`config.mk`:
```
export PLATFORM = sky130hd
export DESIGN_NAME = digitizer_event_word_parser_top
export DESIGN_NICKNAME = d
export VERILOG_FILES = /design/src/sv/dewp_pkg.sv /design/src/sv/dewp_parser.sv /design/src/sv/dewp_out_stage.sv /design/src/sv/digitizer_event_word_parser_top.sv
export VERILOG_INCLUDE_DIRS = /design/src /design/src/sv
export SDC_FILE = /design/constraint.sdc
export NUM_CORES = 1
export LEC_CHECK = 0
export BUFFER_PORTS_ARGS = -buffer_cell sky130_fd_sc_hd__buf_2
export CAP_MARGIN = 30
export CORE_MARGIN = 8
export CORE_UTILIZATION = 45
export CTS_CLUSTER_DIAMETER = 60
export DETAILED_ROUTE_END_ITERATION = 12
export GPL_TIMING_DRIVEN = 1
export PLACE_DENSITY = 0.61
export SLEW_MARGIN = 5
export SYNTH_ARGS = -nofsm -noshare
export SYNTH_HDL_FRONTEND = slang
export SYNTH_SLANG_ARGS = --single-unit
```
`constraint.sdc`:
```
create_clock -name i_clk -period 11.58 [get_ports i_clk]
set_input_delay 1.737 -clock i_clk [delete_from_list [all_inputs] [get_ports i_clk]]
set_output_delay 1.737 -clock i_clk [all_outputs]
set_load 0.03 [all_outputs]
```
`src/sv/digitizer_event_word_parser_top_defines.svh`:
```
// Assertion macros shared by the event word parser modules.
// The including module must have the ports i_clk and i_rst_n.
`ifndef DIGITIZER_EVENT_WORD_PARSER_TOP_DEFINES_SVH
`define DIGITIZER_EVENT_WORD_PARSER_TOP_DEFINES_SVH

// Checked on every clock edge outside reset.
`define DEWP_ASSERT(lbl, prop) \
    lbl: assert property (@(posedge i_clk) disable iff (!i_rst_n) (prop)) \
        else $error("dewp assertion failed");

// Checked on every clock edge, reset included.
`define DEWP_ASSERT_ALWAYS(lbl, prop) \
    lbl: assert property (@(posedge i_clk) (prop)) \
        else $error("dewp reset assertion failed");

`endif

```
`src/sv/dewp_pkg.sv`:
```
// Package of the digitizer event word parser: parse phases, result kinds,
// configuration and result types. No dependencies.
package dewp_pkg;

    localparam logic [31:0] END_MARK     = 32'h0E0F0E0F;
    localparam int          TDATA_W      = 136;
    localparam int          TUSER_W      = 4;

    typedef enum logic [3:0] {
        PH_FILE  = 4'd0,
        PH_SPILL = 4'd1,
        PH_PKT   = 4'd2,
        PH_CHAN  = 4'd3,
        PH_EV0   = 4'd4,
        PH_EV1   = 4'd5,
        PH_BLK0  = 4'd6,
        PH_BLK1  = 4'd7,
        PH_BLK2  = 4'd8,
        PH_BLK3  = 4'd9,
        PH_COUNT = 4'd10,
        PH_SAMP  = 4'd11,
        PH_DONE  = 4'd12
    } t_phase;

    localparam logic [3:0] KIND_HEAD   = 4'd0;
    localparam logic [3:0] KIND_PEAK   = 4'd1;
    localparam logic [3:0] KIND_ACC0   = 4'd2;
    localparam logic [3:0] KIND_ACC    = 4'd3;
    localparam logic [3:0] KIND_FILTER = 4'd4;
    localparam logic [3:0] KIND_ENERGY = 4'd5;
    localparam logic [3:0] KIND_COUNT  = 4'd6;
    localparam logic [3:0] KIND_SAMPLE = 4'd7;
    localparam logic [3:0] KIND_END    = 4'd8;

    localparam logic [2:0] CFG_FILE_HDR  = 3'd0;
    localparam logic [2:0] CFG_SPILL_HDR = 3'd1;
    localparam logic [2:0] CFG_PKT_HDR   = 3'd2;
    localparam logic [2:0] CFG_CHAN_HDR  = 3'd3;
    localparam logic [2:0] CFG_CHANS     = 3'd4;
    localparam logic [2:0] CFG_CARDS     = 3'd5;

    typedef struct packed {
        logic [15:0] file_header_words;
        logic [7:0]  spill_header_words;
        logic [7:0]  packet_header_words;
        logic [7:0]  channel_header_words;
        logic [4:0]  channels_per_card;
        logic [3:0]  cards_per_spill;
    } t_cfg;

    typedef struct packed {
        logic [3:0]         kind;
        logic [11:0]        channel;
        logic [3:0]         format;
        logic [47:0]        primary;
        logic [31:0]        secondary;
        logic [2:0]         slot;
        logic signed [15:0] sample_low;
        logic signed [15:0] sample_high;
        logic               pileup;
        logic               maw_test;
        logic               end_of_event;
        logic               overrun;
    } t_result;

endpackage

```
`src/sv/dewp_parser.sv`:
```
// Parse state and per-word decode of the event word parser.
// Depends on dewp_pkg and the assertion macro header.
`include "digitizer_event_word_parser_top_defines.svh"

module dewp_parser
    import dewp_pkg::*;
(
    input  logic        i_clk,
    input  logic        i_rst_n,
    input  logic        i_step,
    input  logic [31:0] i_word,
    input  logic        i_first,
    input  t_cfg        i_cfg,
    output logic        o_has_result,
    output t_result     o_result
);

    t_phase      r_phase, n_phase;
    logic [15:0] r_swc, n_swc;
    logic [3:0]  r_chc, n_chc;
    logic [2:0]  r_cdc, n_cdc;
    logic [31:0] r_pwl, n_pwl;
    logic [31:0] r_ehw, n_ehw;
    logic [3:0]  r_fmt, n_fmt;
    logic [2:0]  r_bwi, n_bwi;
    logic [25:0] r_swl, n_swl;
    logic        r_ovr, n_ovr;

    logic [7:0]  w_spill_len;
    logic [7:0]  w_chan_len;
    logic [4:0]  w_chans;
    logic [3:0]  w_cards;
    logic [16:0] w_swc_inc;
    logic [4:0]  w_chc_inc;
    logic [3:0]  w_cdc_inc;
    logic [3:0]  w_bwi_inc;
    logic        v_ev, v_nc, v_ee, v_gb;
    logic [2:0]  v_gb_first;

    function automatic t_phase f_goto(input logic [3:0] fmt, input logic [2:0] first);
        t_phase ph;
        ph = PH_COUNT;
        for (int b = 3; b >= 0; b--) begin
            if (fmt[b] && (3'(b) >= first)) begin
                ph = t_phase'(4'(int'(PH_BLK0) + b));
            end
        end
        return ph;
    endfunction

    assign w_spill_len = (i_cfg.spill_header_words == 8'd0) ? 8'd1 : i_cfg.spill_header_words;
    assign w_chan_len  = (i_cfg.channel_header_words == 8'd0) ? 8'd1
                                                               : i_cfg.channel_header_words;
    assign w_chans = (i_cfg.channels_per_card == 5'd0) ? 5'd1 :
                     ((i_cfg.channels_per_card > 5'd16) ? 5'd16 : i_cfg.channels_per_card);
    assign w_cards = (i_cfg.cards_per_spill == 4'd0) ? 4'd1 :
                     ((i_cfg.cards_per_spill > 4'd8) ? 4'd8 : i_cfg.cards_per_spill);

    always_comb begin
        n_phase = r_phase;
        n_swc   = r_swc;
        n_chc   = r_chc;
        n_cdc   = r_cdc;
        n_pwl   = r_pwl;
        n_ehw   = r_ehw;
        n_fmt   = r_fmt;
        n_bwi   = r_bwi;
        n_swl   = r_swl;
        n_ovr   = r_ovr;
        o_has_result = 1'b0;
        o_result     = '0;
        v_ev = 1'b0;
        v_nc = 1'b0;
        v_ee = 1'b0;
        v_gb = 1'b0;
        v_gb_first = 3'd0;

        if (i_first) begin
            n_phase = PH_FILE;
            n_swc   = '0;
            n_chc   = '0;
            n_cdc   = '0;
            n_pwl   = '0;
            n_ehw   = '0;
            n_fmt   = '0;
            n_bwi   = '0;
            n_swl   = '0;
            n_ovr   = 1'b0;
        end
        if (n_phase == PH_FILE && i_cfg.file_header_words == 16'd0) begin
            n_phase = PH_SPILL;
            n_swc   = '0;
        end
        if (n_phase == PH_PKT && i_cfg.packet_header_words == 8'd0) begin
            n_phase = PH_CHAN;
            n_swc   = '0;
        end

        if (n_phase == PH_EV0) begin
            n_ovr = 1'b0;
        end
        if (n_phase inside {[PH_EV0:PH_SAMP]}) begin
            if (n_pwl != 32'd0) begin
                n_pwl = n_pwl - 32'd1;
            end else begin
                n_ovr = 1'b1;
            end
        end

        w_swc_inc = {1'b0, n_swc} + 17'd1;
        w_bwi_inc = {1'b0, n_bwi} + 4'd1;

        unique case (n_phase)
            PH_FILE: begin
                if (w_swc_inc >= 17'(i_cfg.file_header_words)) begin
                    n_swc   = '0;
                    n_phase = PH_SPILL;
                end else begin
                    n_swc = w_swc_inc[15:0];
                end
            end
            PH_SPILL: begin
                if (n_swc == 16'd0 && i_word == END_MARK) begin
                    n_phase       = PH_DONE;
                    o_has_result  = 1'b1;
                    o_result.kind = KIND_END;
                end else if (w_swc_inc >= 17'(w_spill_len)) begin
                    n_swc   = '0;
                    n_chc   = '0;
                    n_cdc   = '0;
                    n_phase = (i_cfg.packet_header_words == 8'd0) ? PH_CHAN : PH_PKT;
                end else begin
                    n_swc = w_swc_inc[15:0];
                end
            end
            PH_PKT: begin
                if (w_swc_inc >= 17'(i_cfg.packet_header_words)) begin
                    n_swc   = '0;
                    n_phase = PH_CHAN;
                end else begin
                    n_swc = w_swc_inc[15:0];
                end
            end
            PH_CHAN: begin
                if (w_swc_inc >= 17'(w_chan_len)) begin
                    n_swc = '0;
                    n_pwl = i_word;
                    if (i_word == 32'd0) begin
                        v_nc = 1'b1;
                    end else begin
                        n_phase = PH_EV0;
                    end
                end else begin
                    n_swc = w_swc_inc[15:0];
                end
            end
            PH_EV0: begin
                n_ehw   = i_word;
                n_fmt   = i_word[3:0];
                n_phase = PH_EV1;
            end
            PH_EV1: begin
                v_ev             = 1'b1;
                o_result.kind    = KIND_HEAD;
                o_result.primary = {n_ehw[31:16], i_word};
                v_gb             = 1'b1;
                v_gb_first       = 3'd0;
            end
            PH_BLK0: begin
                v_ev = 1'b1;
                if (n_bwi == 3'd0) begin
                    o_result.kind      = KIND_PEAK;
                    o_result.primary   = 48'(i_word[15:0]);
                    o_result.secondary = 32'(i_word[31:16]);
                end else if (n_bwi == 3'd1) begin
                    o_result.kind      = KIND_ACC0;
                    o_result.primary   = 48'(i_word[23:0]);
                    o_result.secondary = 32'(i_word[31:24]);
                end else begin
                    o_result.kind    = KIND_ACC;
                    o_result.primary = 48'(i_word);
                    o_result.slot    = n_bwi - 3'd1;
                end
                n_bwi = w_bwi_inc[2:0];
                if (w_bwi_inc >= 4'd7) begin
                    v_gb       = 1'b1;
                    v_gb_first = 3'd1;
                end
            end
            PH_BLK1: begin
                v_ev             = 1'b1;
                o_result.kind    = KIND_ACC;
                o_result.primary = 48'(i_word);
                o_result.slot    = 3'd6 + n_bwi;
                n_bwi            = w_bwi_inc[2:0];
                if (w_bwi_inc >= 4'd2) begin
                    v_gb       = 1'b1;
                    v_gb_first = 3'd2;
                end
            end
            PH_BLK2: begin
                v_ev             = 1'b1;
                o_result.kind    = KIND_FILTER;
                o_result.primary = 48'(i_word);
                o_result.slot    = n_bwi;
                n_bwi            = w_bwi_inc[2:0];
                if (w_bwi_inc >= 4'd3) begin
                    v_gb       = 1'b1;
                    v_gb_first = 3'd3;
                end
            end
            PH_BLK3: begin
                v_ev             = 1'b1;
                o_result.kind    = KIND_ENERGY;
                o_result.primary = 48'(i_word);
                o_result.slot    = n_bwi;
                n_bwi            = w_bwi_inc[2:0];
                if (w_bwi_inc >= 4'd2) begin
                    v_gb       = 1'b1;
                    v_gb_first = 3'd4;
                end
            end
            PH_COUNT: begin
                v_ev                  = 1'b1;
                n_swl                 = i_word[25:0];
                o_result.kind         = KIND_COUNT;
                o_result.primary      = 48'({i_word[25:0], 1'b0});
                o_result.pileup       = i_word[26];
                o_result.maw_test     = i_word[27];
                o_result.end_of_event = (i_word[25:0] == 26'd0);
                if (i_word[25:0] == 26'd0) begin
                    v_ee = 1'b1;
                end else begin
                    n_phase = PH_SAMP;
                end
            end
            PH_SAMP: begin
                v_ev = 1'b1;
                if (n_swl != 26'd0) begin
                    n_swl = n_swl - 26'd1;
                end
                o_result.kind         = KIND_SAMPLE;
                o_result.sample_low   = i_word[15:0];
                o_result.sample_high  = i_word[31:16];
                o_result.end_of_event = (n_swl == 26'd0);
                if (n_swl == 26'd0) begin
                    v_ee = 1'b1;
                end
            end
            PH_DONE: begin
            end
            default: begin
            end
        endcase

        if (v_ev) begin
            o_has_result     = 1'b1;
            o_result.channel = n_ehw[15:4];
            o_result.format  = n_ehw[3:0];
            o_result.overrun = n_ovr;
        end
        if (v_gb) begin
            n_bwi   = '0;
            n_phase = f_goto(n_fmt, v_gb_first);
        end
        if (v_ee) begin
            if (n_pwl != 32'd0) begin
                n_phase = PH_EV0;
            end else begin
                v_nc = 1'b1;
            end
        end

        w_chc_inc = {1'b0, n_chc} + 5'd1;
        w_cdc_inc = {1'b0, n_cdc} + 4'd1;
        if (v_nc) begin
            n_swc   = '0;
            n_phase = PH_CHAN;
            n_chc   = w_chc_inc[3:0];
            if (w_chc_inc >= w_chans) begin
                n_chc = '0;
                n_cdc = w_cdc_inc[2:0];
                if (w_cdc_inc >= w_cards) begin
                    n_cdc   = '0;
                    n_phase = PH_SPILL;
                end
            end
        end
    end

    always_ff @(posedge i_clk) begin
        if (!i_rst_n) begin
            r_phase <= PH_FILE;
            r_swc   <= '0;
            r_chc   <= '0;
            r_cdc   <= '0;
            r_pwl   <= '0;
            r_ehw   <= '0;
            r_fmt   <= '0;
            r_bwi   <= '0;
            r_swl   <= '0;
            r_ovr   <= 1'b0;
        end else if (i_step) begin
            r_phase <= n_phase;
            r_swc   <= n_swc;
            r_chc   <= n_chc;
            r_cdc   <= n_cdc;
            r_pwl   <= n_pwl;
            r_ehw   <= n_ehw;
            r_fmt   <= n_fmt;
            r_bwi   <= n_bwi;
            r_swl   <= n_swl;
            r_ovr   <= n_ovr;
        end
    end

    `DEWP_ASSERT(a_kind_range, (i_step && o_has_result) |-> (o_result.kind <= KIND_END))
    `DEWP_ASSERT(a_end_stops, (i_step && o_has_result && o_result.kind == KIND_END) |=> (r_phase == PH_DONE))
    `DEWP_ASSERT(a_last_pair, (i_step && o_has_result && o_result.kind == KIND_SAMPLE && o_result.end_of_event) |=> (r_phase != PH_SAMP))

endmodule

```
`src/sv/dewp_out_stage.sv`:
```
// Result register of the event word parser and packing onto the master stream.
// Depends on dewp_pkg.
module dewp_out_stage
    import dewp_pkg::*;
(
    input  logic               i_clk,
    input  logic               i_rst_n,
    input  logic               i_step,
    input  logic               i_has_result,
    input  t_result            i_result,
    output logic               o_ready,
    output logic               o_m_tvalid,
    input  logic               i_m_tready,
    output logic [TDATA_W-1:0] o_m_tdata,
    output logic [TUSER_W-1:0] o_m_tuser,
    output logic               o_m_tlast
);

    logic    r_valid;
    t_result r_res;

    assign o_ready = !r_valid || i_m_tready;

    always_ff @(posedge i_clk) begin
        if (!i_rst_n) begin
            r_valid <= 1'b0;
        end else if (o_ready) begin
            r_valid <= i_step && i_has_result;
        end
    end

    always_ff @(posedge i_clk) begin
        if (o_ready && i_step && i_has_result) begin
            r_res <= i_result;
        end
    end

    assign o_m_tvalid = r_valid;
    assign o_m_tuser  = r_res.kind;
    assign o_m_tlast  = r_res.end_of_event;
    assign o_m_tdata  = {2'b00, r_res.overrun, r_res.maw_test, r_res.pileup,
                         r_res.sample_high, r_res.sample_low, r_res.slot,
                         r_res.secondary, r_res.primary, r_res.format, r_res.channel};

endmodule

```
`src/sv/digitizer_event_word_parser_top.sv`:
```
// Top level of the digitizer event word parser: input register, configuration
// registers, parser and result register. Depends on dewp_pkg, dewp_parser,
// dewp_out_stage and the assertion macro header.
//
// The slave stream takes the record file one word per transfer: tdata holds the
// 32-bit file word, tuser is set on the first word of a file and restarts parsing
// at the file header. The master stream gives at most one result per input word:
// tuser holds the kind, tlast marks the last result of an event, and tdata holds
// from the lowest bit up channel, format, primary, secondary, slot, sample_low,
// sample_high, pileup, maw_test and overrun. Words that are skipped or consumed
// by headers give no result.
// A word is decoded in the cycle after it is accepted and its result is registered as
// the word steps the parser. While results are taken, one word is accepted per cycle
// and the parse state advances one word per cycle through a single decode step.
// When the receiver stalls, the result register holds and the input register still
// takes one more word; then the slave side stalls until the result is taken.
// Reset clears both registers, loads the default configuration and puts the parser
// into the file header. Configuration writes take effect at the next clock edge.
`include "digitizer_event_word_parser_top_defines.svh"

module digitizer_event_word_parser_top
    import dewp_pkg::*;
(
    input  logic               i_clk,
    input  logic               i_rst_n,
    input  logic               i_s_tvalid,
    output logic               o_s_tready,
    input  logic [31:0]        i_s_tdata,  // data_word
    input  logic               i_s_tuser,  // first_of_file
    output logic               o_m_tvalid,
    input  logic               i_m_tready,
    output logic [TDATA_W-1:0] o_m_tdata,  // channel, format, primary, secondary, slot,
                                           // sample_low, sample_high, pileup, maw_test,
                                           // overrun, zero fill
    output logic [TUSER_W-1:0] o_m_tuser,  // kind
    output logic               o_m_tlast,
    input  logic               i_cfg_we,
    input  logic [2:0]         i_cfg_index,
    input  logic [15:0]        i_cfg_data
);

    logic        r_in_valid;
    logic [31:0] r_in_word;
    logic        r_in_first;
    t_cfg        r_cfg;
    logic        w_out_ready;
    logic        w_step;
    logic        w_has_result;
    t_result     w_result;

    assign w_step     = r_in_valid && w_out_ready;
    assign o_s_tready = !r_in_valid || w_step;

    always_ff @(posedge i_clk) begin
        if (!i_rst_n) begin
            r_in_valid <= 1'b0;
        end else if (o_s_tready) begin
            r_in_valid <= i_s_tvalid;
        end
    end

    always_ff @(posedge i_clk) begin
        if (o_s_tready && i_s_tvalid) begin
            r_in_word  <= i_s_tdata;
            r_in_first <= i_s_tuser;
        end
    end

    always_ff @(posedge i_clk) begin
        if (!i_rst_n) begin
            r_cfg.file_header_words    <= 16'd100;
            r_cfg.spill_header_words   <= 8'd10;
            r_cfg.packet_header_words  <= 8'd2;
            r_cfg.channel_header_words <= 8'd8;
            r_cfg.channels_per_card    <= 5'd16;
            r_cfg.cards_per_spill      <= 4'd1;
        end else if (i_cfg_we) begin
            unique case (i_cfg_index)
                CFG_FILE_HDR:  r_cfg.file_header_words    <= i_cfg_data;
                CFG_SPILL_HDR: r_cfg.spill_header_words   <= i_cfg_data[7:0];
                CFG_PKT_HDR:   r_cfg.packet_header_words  <= i_cfg_data[7:0];
                CFG_CHAN_HDR:  r_cfg.channel_header_words <= i_cfg_data[7:0];
                CFG_CHANS:     r_cfg.channels_per_card    <= i_cfg_data[4:0];
                CFG_CARDS:     r_cfg.cards_per_spill      <= i_cfg_data[3:0];
                default: begin
                end
            endcase
        end
    end

    dewp_parser u_parser (
        .i_clk        (i_clk),
        .i_rst_n      (i_rst_n),
        .i_step       (w_step),
        .i_word       (r_in_word),
        .i_first      (r_in_first),
        .i_cfg        (r_cfg),
        .o_has_result (w_has_result),
        .o_result     (w_result)
    );

    dewp_out_stage u_out (
        .i_clk        (i_clk),
        .i_rst_n      (i_rst_n),
        .i_step       (w_step),
        .i_has_result (w_has_result),
        .i_result     (w_result),
        .o_ready      (w_out_ready),
        .o_m_tvalid   (o_m_tvalid),
        .i_m_tready   (i_m_tready),
        .o_m_tdata    (o_m_tdata),
        .o_m_tuser    (o_m_tuser),
        .o_m_tlast    (o_m_tlast)
    );

    `DEWP_ASSERT(a_full_stall, (r_in_valid && o_m_tvalid && !i_m_tready) |-> !o_s_tready)
    `DEWP_ASSERT(a_step_drains, (w_step && !(i_s_tvalid && o_s_tready)) |=> !r_in_valid)
    `DEWP_ASSERT_ALWAYS(a_reset_empty, !i_rst_n |=> (!o_m_tvalid && !r_in_valid))

endmodule
```
Word-level counts from Yosys, hierarchy flattened
Index checks and enable logic that the tools add are counted.

Flip-flop bits (word level): 348. Output and inout bits: 143.

Reductions and logical operators: 46. Bitwise operators: 1. Magnitude comparators: 17. Equal/unequal tests: 19. $add $sub $neg: 8. Mux-type cells: 104.

Operators with widths (number): 2-to-1 mux 32 bit (8); case mux 48 bit (4 select lines) (1); 2-to-1 mux 16 bit (9); 2-to-1 mux 4 bit (28); 2-to-1 mux 26 bit (3); 2-to-1 mux 64 bit (1); case mux 16 bit (4 select lines) (1); nonzero test 32 bit (2); logical NOT 26 bit (2); case mux 26 bit (2 select lines) (1); greater-or-equal comparator 17 x 8 -> 1 bit (3); 2-to-1 mux 3 bit (13); == test 32 x 28 -> 1 bit, second input constant (1); logical NOT 16 bit (2); logical NOT 32 bit (1); subtractor 32 x 1 -> 32 bit, second input constant (1); case mux 4 bit (7 select lines) (1); nonzero test 26 bit (1); subtractor 26 x 1 -> 26 bit, second input constant (1); logical NOT 8 bit (3); 2-to-1 mux 8 bit (3); case mux 4 bit (6 select lines) (1); 2-to-1 mux 1 bit (21); adder 16 x 1 -> 17 bit, second input constant (1); other kinds (39) (86).

Longest topological paths before layout
Depth after elaboration: 19. Gate-level depth with buffers: 29. Depth with buffers taken out: 28.

Modules after synthesis
A second synthesis with hierarchy kept.

Cell total of the unflattened synthesis: 2155. Area total of the unflattened synthesis: 19533.7 um^2.

By module, submodules not included: dewp_parser (times used 1, area each 12290.5 um^2, cells an instance 1779); dewp_out_stage (times used 1, area each 4257.8 um^2, cells an instance 147); digitizer_event_word_parser_top (times used 1, area each 2985.4 um^2, cells an instance 229).

Worst setup path after synthesis
Ideal clock, no wire load.

Kind: register to register. Start point: register r_in_first. End point: register u_out.r_res (netlist bit u_out.o_m_tdata[0]) (enable). Arrival: 8744 ps. Setup time: 648 ps. Period minus slack after synthesis: 9392 ps. Setup slack: 2188 ps. Cell stages (with the launch flop): 13. Data required time: 10932 ps. Cell sequence: edfxtp_1 -> clkbuf_1 -> buf_2 -> clkbuf_1 -> buf_2 -> buf_1 -> clkbuf_1 -> nor2b_1 -> inv_1 -> ha_1 -> clkbuf_1 -> nand3_1 -> a21oi_1.

Cells in the longest elaborated chain, start to end: 13.

RTL lines: from (decl) (RTL line digitizer_event_word_parser_top.sv:44) `logic r_in_first;`; from (signal assigned) (RTL line digitizer_event_word_parser_top.sv:65) `r_in_first <= i_s_tuser;`; 2-to-1 mux 4 bit (RTL line dewp_parser.sv:78) `if (i_first) begin`; logical NOT 4 bit (RTL line dewp_parser.sv:90) `if (n_phase == PH_FILE && i_cfg.file_header_words == 16'd0) begin`; logical AND 1 bit (RTL line dewp_parser.sv:90); 2-to-1 mux 4 bit (RTL line dewp_parser.sv:90); == test 4 x 2 -> 1 bit (RTL line dewp_parser.sv:94) `if (n_phase == PH_PKT && i_cfg.packet_header_words == 8'd0) begin`; logical AND 1 bit (RTL line dewp_parser.sv:94); 2-to-1 mux 16 bit (RTL line dewp_parser.sv:94); logical NOT 16 bit (RTL line dewp_parser.sv:123) `if (n_swc == 16'd0 && i_word == END_MARK) begin`; logical AND 1 bit (RTL line dewp_parser.sv:123); 2-to-1 mux 1 bit (RTL line dewp_parser.sv:123); 2-to-1 mux 1 bit (RTL line dewp_parser.sv:113) `unique case (n_phase)`; 2-to-1 mux 1 bit (*) (RTL line dewp_parser.sv:256) `if (v_ev) begin`; logical AND 1 bit (*) (RTL line dewp_out_stage.sv:33) `if (o_ready && i_step && i_has_result) begin`; to (signal assigned) (RTL line dewp_out_stage.sv:34) `r_res <= i_result;`; to (decl) (RTL line dewp_out_stage.sv:20) `t_result r_res;`.

Every way passes the cells marked *; elsewhere a longest branch is shown, timed or not. A chain may end at the register's enable or synchronous reset.

Final worst setup path
Start point: register r_cfg[20] (netlist bit). End point: register u_parser.r_cdc[2].

Cells in the longest elaborated chain, start to end: 13.

RTL lines: from (decl) (RTL line digitizer_event_word_parser_top.sv:45) `t_cfg r_cfg;`; logical NOT 8 bit (*) (RTL line dewp_parser.sv:94); logical AND 1 bit (*) (RTL line dewp_parser.sv:94); 2-to-1 mux 16 bit (RTL line dewp_parser.sv:94); adder 16 x 1 -> 17 bit (RTL line dewp_parser.sv:110) `w_swc_inc = {1'b0, n_swc} + 17'd1;`; greater-or-equal comparator 17 x 8 -> 1 bit (RTL line dewp_parser.sv:127) `end else if (w_swc_inc >= 17'(w_spill_len)) begin`; 2-to-1 mux 3 bit (RTL line dewp_parser.sv:127); 2-to-1 mux 3 bit (RTL line dewp_parser.sv:123); 2-to-1 mux 3 bit (RTL line dewp_parser.sv:113); adder 3 x 1 -> 4 bit (RTL line dewp_parser.sv:275) `w_cdc_inc = {1'b0, n_cdc} + 4'd1;`; greater-or-equal comparator 4 bit (RTL line dewp_parser.sv:283) `if (w_cdc_inc >= w_cards) begin`; 2-to-1 mux 3 bit (RTL line dewp_parser.sv:283); 2-to-1 mux 3 bit (RTL line dewp_parser.sv:280) `if (w_chc_inc >= w_chans) begin`; 2-to-1 mux 3 bit (*) (RTL line dewp_parser.sv:276) `if (v_nc) begin`; to (signal assigned) (RTL line dewp_parser.sv:307) `r_cdc <= n_cdc;`; to (decl) (RTL line dewp_parser.sv:21) `logic [2:0] r_cdc, n_cdc;`.

Marked as above.

==> results.txt <==
The floorplan step defined a die boundary enclosing approximately 0.049 mm². The post-CTS setup repair buffer count came out at 0. The top cell types in the final layout, fill and taps aside, are 262 x nand2_1, 228 x nor2_1, 182 x buf_2, 176 x dfxtp_1, 156 x edfxtp_1. The number of vias per cell after detailed routing came out at about 6.2. The post-DP HPWL is 46.1 mm. Setup repair after global routing left no endpoint under its margin. At the end of routability-driven placement, the weighted congestion stood at 0.935. The final standard cell count with taps included and fillers excluded is 2848. The maximum buffer depth of the clock tree came out at 3. The hold path depth came out at 2. In this run the worst hold path is classified as reg -> reg. The insertion delay to the later sink of the worst-skew pair came out at 0.58 ns. Overall power consumption after layout is estimated at 2.87 mW. The share of cell area taken by muxes after synthesis is less than 1%. Compared with the post-synthesis result, the final layout area differs by 14.7%.

The number of max-cap violations is 0. The logic depth of the worst register-to-register path is 27. The maximum frequency from static timing analysis is 140 MHz. The worst slew margin relative to its limit is 32.6%. The post-placement cell count came out at 2768.

The classification of the worst setup path is reg -> reg. The core outline area came out at 0.0416 mm². The number of buffer cells added on primary ports is 181. By area, the combinational part of the netlist is dominated by simple AND/OR/NAND/NOR gates. Adding up every negative setup slack in the final design gives 0 ns.

The global routing usage summed across all routing layers is 26.4%. The flow ran to the end, and the final reports show no timing, DRC or antenna violations. Setup violations remaining at the end of the flow were counted as 0. In the final layout, the share of cells above drive strength 1 is approximately 14%.

The number of antenna violations at the first check in global routing came out at 0. The post-synthesis sequential area ratio came out at 43.7%. The average cell area after synthesis is slightly below 9 µm².

The TritonCTS sink count is 332. The starting utilization of the core area is between 40 and 50%. The number of nets in the layout came out at 2399. The hold violation count in the final report came out at 0. The post-route antenna net violation count came out at 0. The simple-gate area share of the yosys netlist is 23.5%. The post-CTS clock slew at the launch and capture registers of the worst setup and hold paths came out at 0.05 ns. The number of gates resized after CTS was 0.

Entering global routing, the biggest net connects 87 pins. At the worst endpoint, the required time is 12.07 ns. The number of detailed-routing iterations run before antenna repair is 5.

The distinct cell type count after synthesis came out at 86. After Yosys synthesis, full adders, half adders and majority gates account for 4.40% of the synthesized area. The post-synthesis share of cell area spent on xor and xnor gates came out at approximately 1.3%. After technology mapping, the gate count stands at 2159. Between clock sinks in the finished design, the worst skew comes to about 0.021 ns. The maximum fanout encountered on the critical timing path is 18. The repair_antennas step left the layout with diodes totalling 0.

The I/O pin count came out at 200. The max-slew violation count came out at 0. The number of rows created at floorplan is 75. The via count of the first global-routing pass is 16276. Summed over all cells, the static leakage comes to 8.03 nW. The time the worst path needs with I/O delays and setup is ~7.1 ns. The iteration-0 DRC count of the detailed router is 1706. The share of async-settable or async-resettable flops after synthesis is 0%. The fraction of the cycle the final worst path needs is 61.6%. The areal power density over the cells came out at 133 mW/mm². The total vias in the final route is 17731. The arrival time of the worst setup path is 7.63 ns. In the routed design, unresolved DRC markers number 0. The global-route wire length before repair came out at 99.4 mm. Among all flip-flop cells after synthesis, the most frequent one is dfxtp_1. The tree is rooted in a clkbuf_16. The kind of end point of the critical path is a register. The worst setup path is launched from a register. The number of enable-type register cells in the synthesized netlist came out at 156. The worst IR drop on VDD came out at 0.0996 mV.

The TritonCTS clock tree is yes. The area of the mapped netlist came out at 0.0188 mm². The y dimension of the die came out at 220 µm. The pin slew with the least headroom to its limit came out at 1.01 ns. The total detailed-routing wirelength is 66.1 mm. The hold buffer count at CTS came out at 0. The compound-gate portion of the synthesized area came out at between 20% and 30%.

The synthesis-stage register bit count came out at 332. After detailed routing, the average wire length per cell comes to between 20 and 25 µm. The number of buffers added by the clock tree synthesis step came out at 43.

The count of H-tree levels built during CTS is 2. The yosys synthesis warning count is 0. The overflow left after global routing came out at 0. The overall die width came out at 220 µm. The library cell used most frequently in the layout, excluding fill and tap cells, is nand2_1.
==> per-stage QoR <==
stage	setup WS [ns]	utilization (%)	hold WS [ns]	area, µm²
floorplan	2.19	-	0.434	18900
global route	3.93	51.8	0.474	21600
detailed placement	4.58	48.3	0.447	20100
finish	4.45	51.8	0.454	21600
CTS	4.57	51.8	0.455	21500
global placement	4.94	48.2	0.443	20100
==> registers in the layout (all words and copies together), names as in the netlist <==
name              cells
u_parser.r_chc        4
r_in_word            32
u_parser.r_cdc        3
r_in_first            1
u_parser.r_swc       16
u_parser.r_bwi        3
r_in_valid            1
u_out.o_m_tvalid      1
u_parser.r_pwl       32
u_parser.r_ovr        1
u_parser.r_phase      4
u_out.o_m_tlast       1
u_parser.r_swl       26
u_out.o_m_tuser       4
u_parser.r_fmt        4
u_out.o_m_tdata     118
r_cfg                49
u_parser.r_ehw       32
==> power by group <==
group / internal [mW] / total, mW / leakage (nW) / switching [mW]
Clock: 0.829 / 1.36 / 0.701 / 0.527
Sequential: 1.24 / 1.28 / 2.84 / 0.0448
Combinational: 0.0687 / 0.235 / 4.49 / 0.166
Total: 2.14 / 2.87 / 8.03 / 0.738
==> cell type report <==
type | count | area [µm²]
tap | 539 | 674
sequential | 332 | 8210
clock buffer | 63 | 1230
timing repair buffer | 223 | 1250
fill | 3893 | 20000
multi-input combinational | 1610 | 9730
inverter | 66 | 250
clock inverter | 15 | 206
==> logic make-up after synthesis <==
logic type | after synthesis
fa+ha+maj | 66
buf+inv | 234
compound gates | 587
mux | 11
xor+xnor | 27
other cells | 1
simple gates | 901
flops | 332
==> worst max-delay path, stage by stage (launching register included) <==
cell      delay, ns
dfxtp_1        0.32
or4_1          0.56
nor3_1         0.55
a221oi_1       0.17
buf_4          0.25
nand2_1        0.15
inv_1          0.15
ha_1           0.28
and3_1         0.25
and2_1         0.19
nand2_1        0.09
nand2_1        0.06
a21oi_1        0.39
ha_1           0.31
o21a_1         0.20
a211o_1        0.34
a21oi_1        0.61
and2_1         0.25
ha_1           0.23
xnor2_1        0.10
ha_1           0.27
nor2b_1        0.12
o21ai_0        0.10
nand2b_1       0.09
a21o_1         0.29
nand4_1        0.20
or3b_1         0.44
o21ai_0        0.09
==> Yosys cell counts (all sizes together), types with 6 or more instances <==
cell type | count | area (µm²)
nor2 | 230 | 863
inv | 66 | 248
or2 | 11 | 68.8
a22o | 37 | 324
nor2b | 21 | 131
and4 | 7 | 61.3
a21oi | 158 | 798
and3 | 19 | 119
a31oi | 21 | 131
nor4b | 7 | 61.3
nand3 | 38 | 190
and2 | 73 | 457
o41ai | 8 | 70.1
or4 | 18 | 139
a311oi | 20 | 175
nand4 | 31 | 194
nor3b | 16 | 120
o31ai | 22 | 165
a32oi | 6 | 52.6
o21ai | 89 | 445
edfxtp | 156 | 4680
o21a | 17 | 128
a32o | 11 | 110
o22ai | 9 | 56.3
a21o | 14 | 105
a41oi | 6 | 60.1
nor4 | 41 | 278
buf | 42 | 255
nor3 | 76 | 390
dfxtp | 176 | 3520
o2111ai | 8 | 70.1
a211oi | 29 | 218
mux2i | 11 | 110
nand2b | 23 | 144
a22oi | 41 | 308
ha | 66 | 826
nand2 | 262 | 983
xor2 | 8 | 70.1
o211ai | 30 | 230
clkbuf | 126 | 474
xnor2 | 19 | 166
or3 | 20 | 130
==> metal layers <==
metal  part of all wire, %  track usage, %  vias to the layer above
li1                      -               -                     8193
met1                    43            35.7                     8591
met2                    45            42.3                      823
met3                   8.9            4.98                      124
met4                   2.8            8.21                        0
met5                     0               0                        -
==> path summary, 6_finish.rpt <==
kind | endpoint | slack (ns) | start
worst min register to register | r_cfg[25] | 0.45 | r_cfg[25]
worst max-delay path | u_parser.r_cdc[2] | 4.45 | r_cfg[20]
worst min-delay path | r_cfg[25] | 0.45 | r_cfg[25]
worst max register to register | u_parser.r_cdc[2] | 4.45 | r_cfg[20]
No activity file was read; power rests on OpenSTA's default activity.
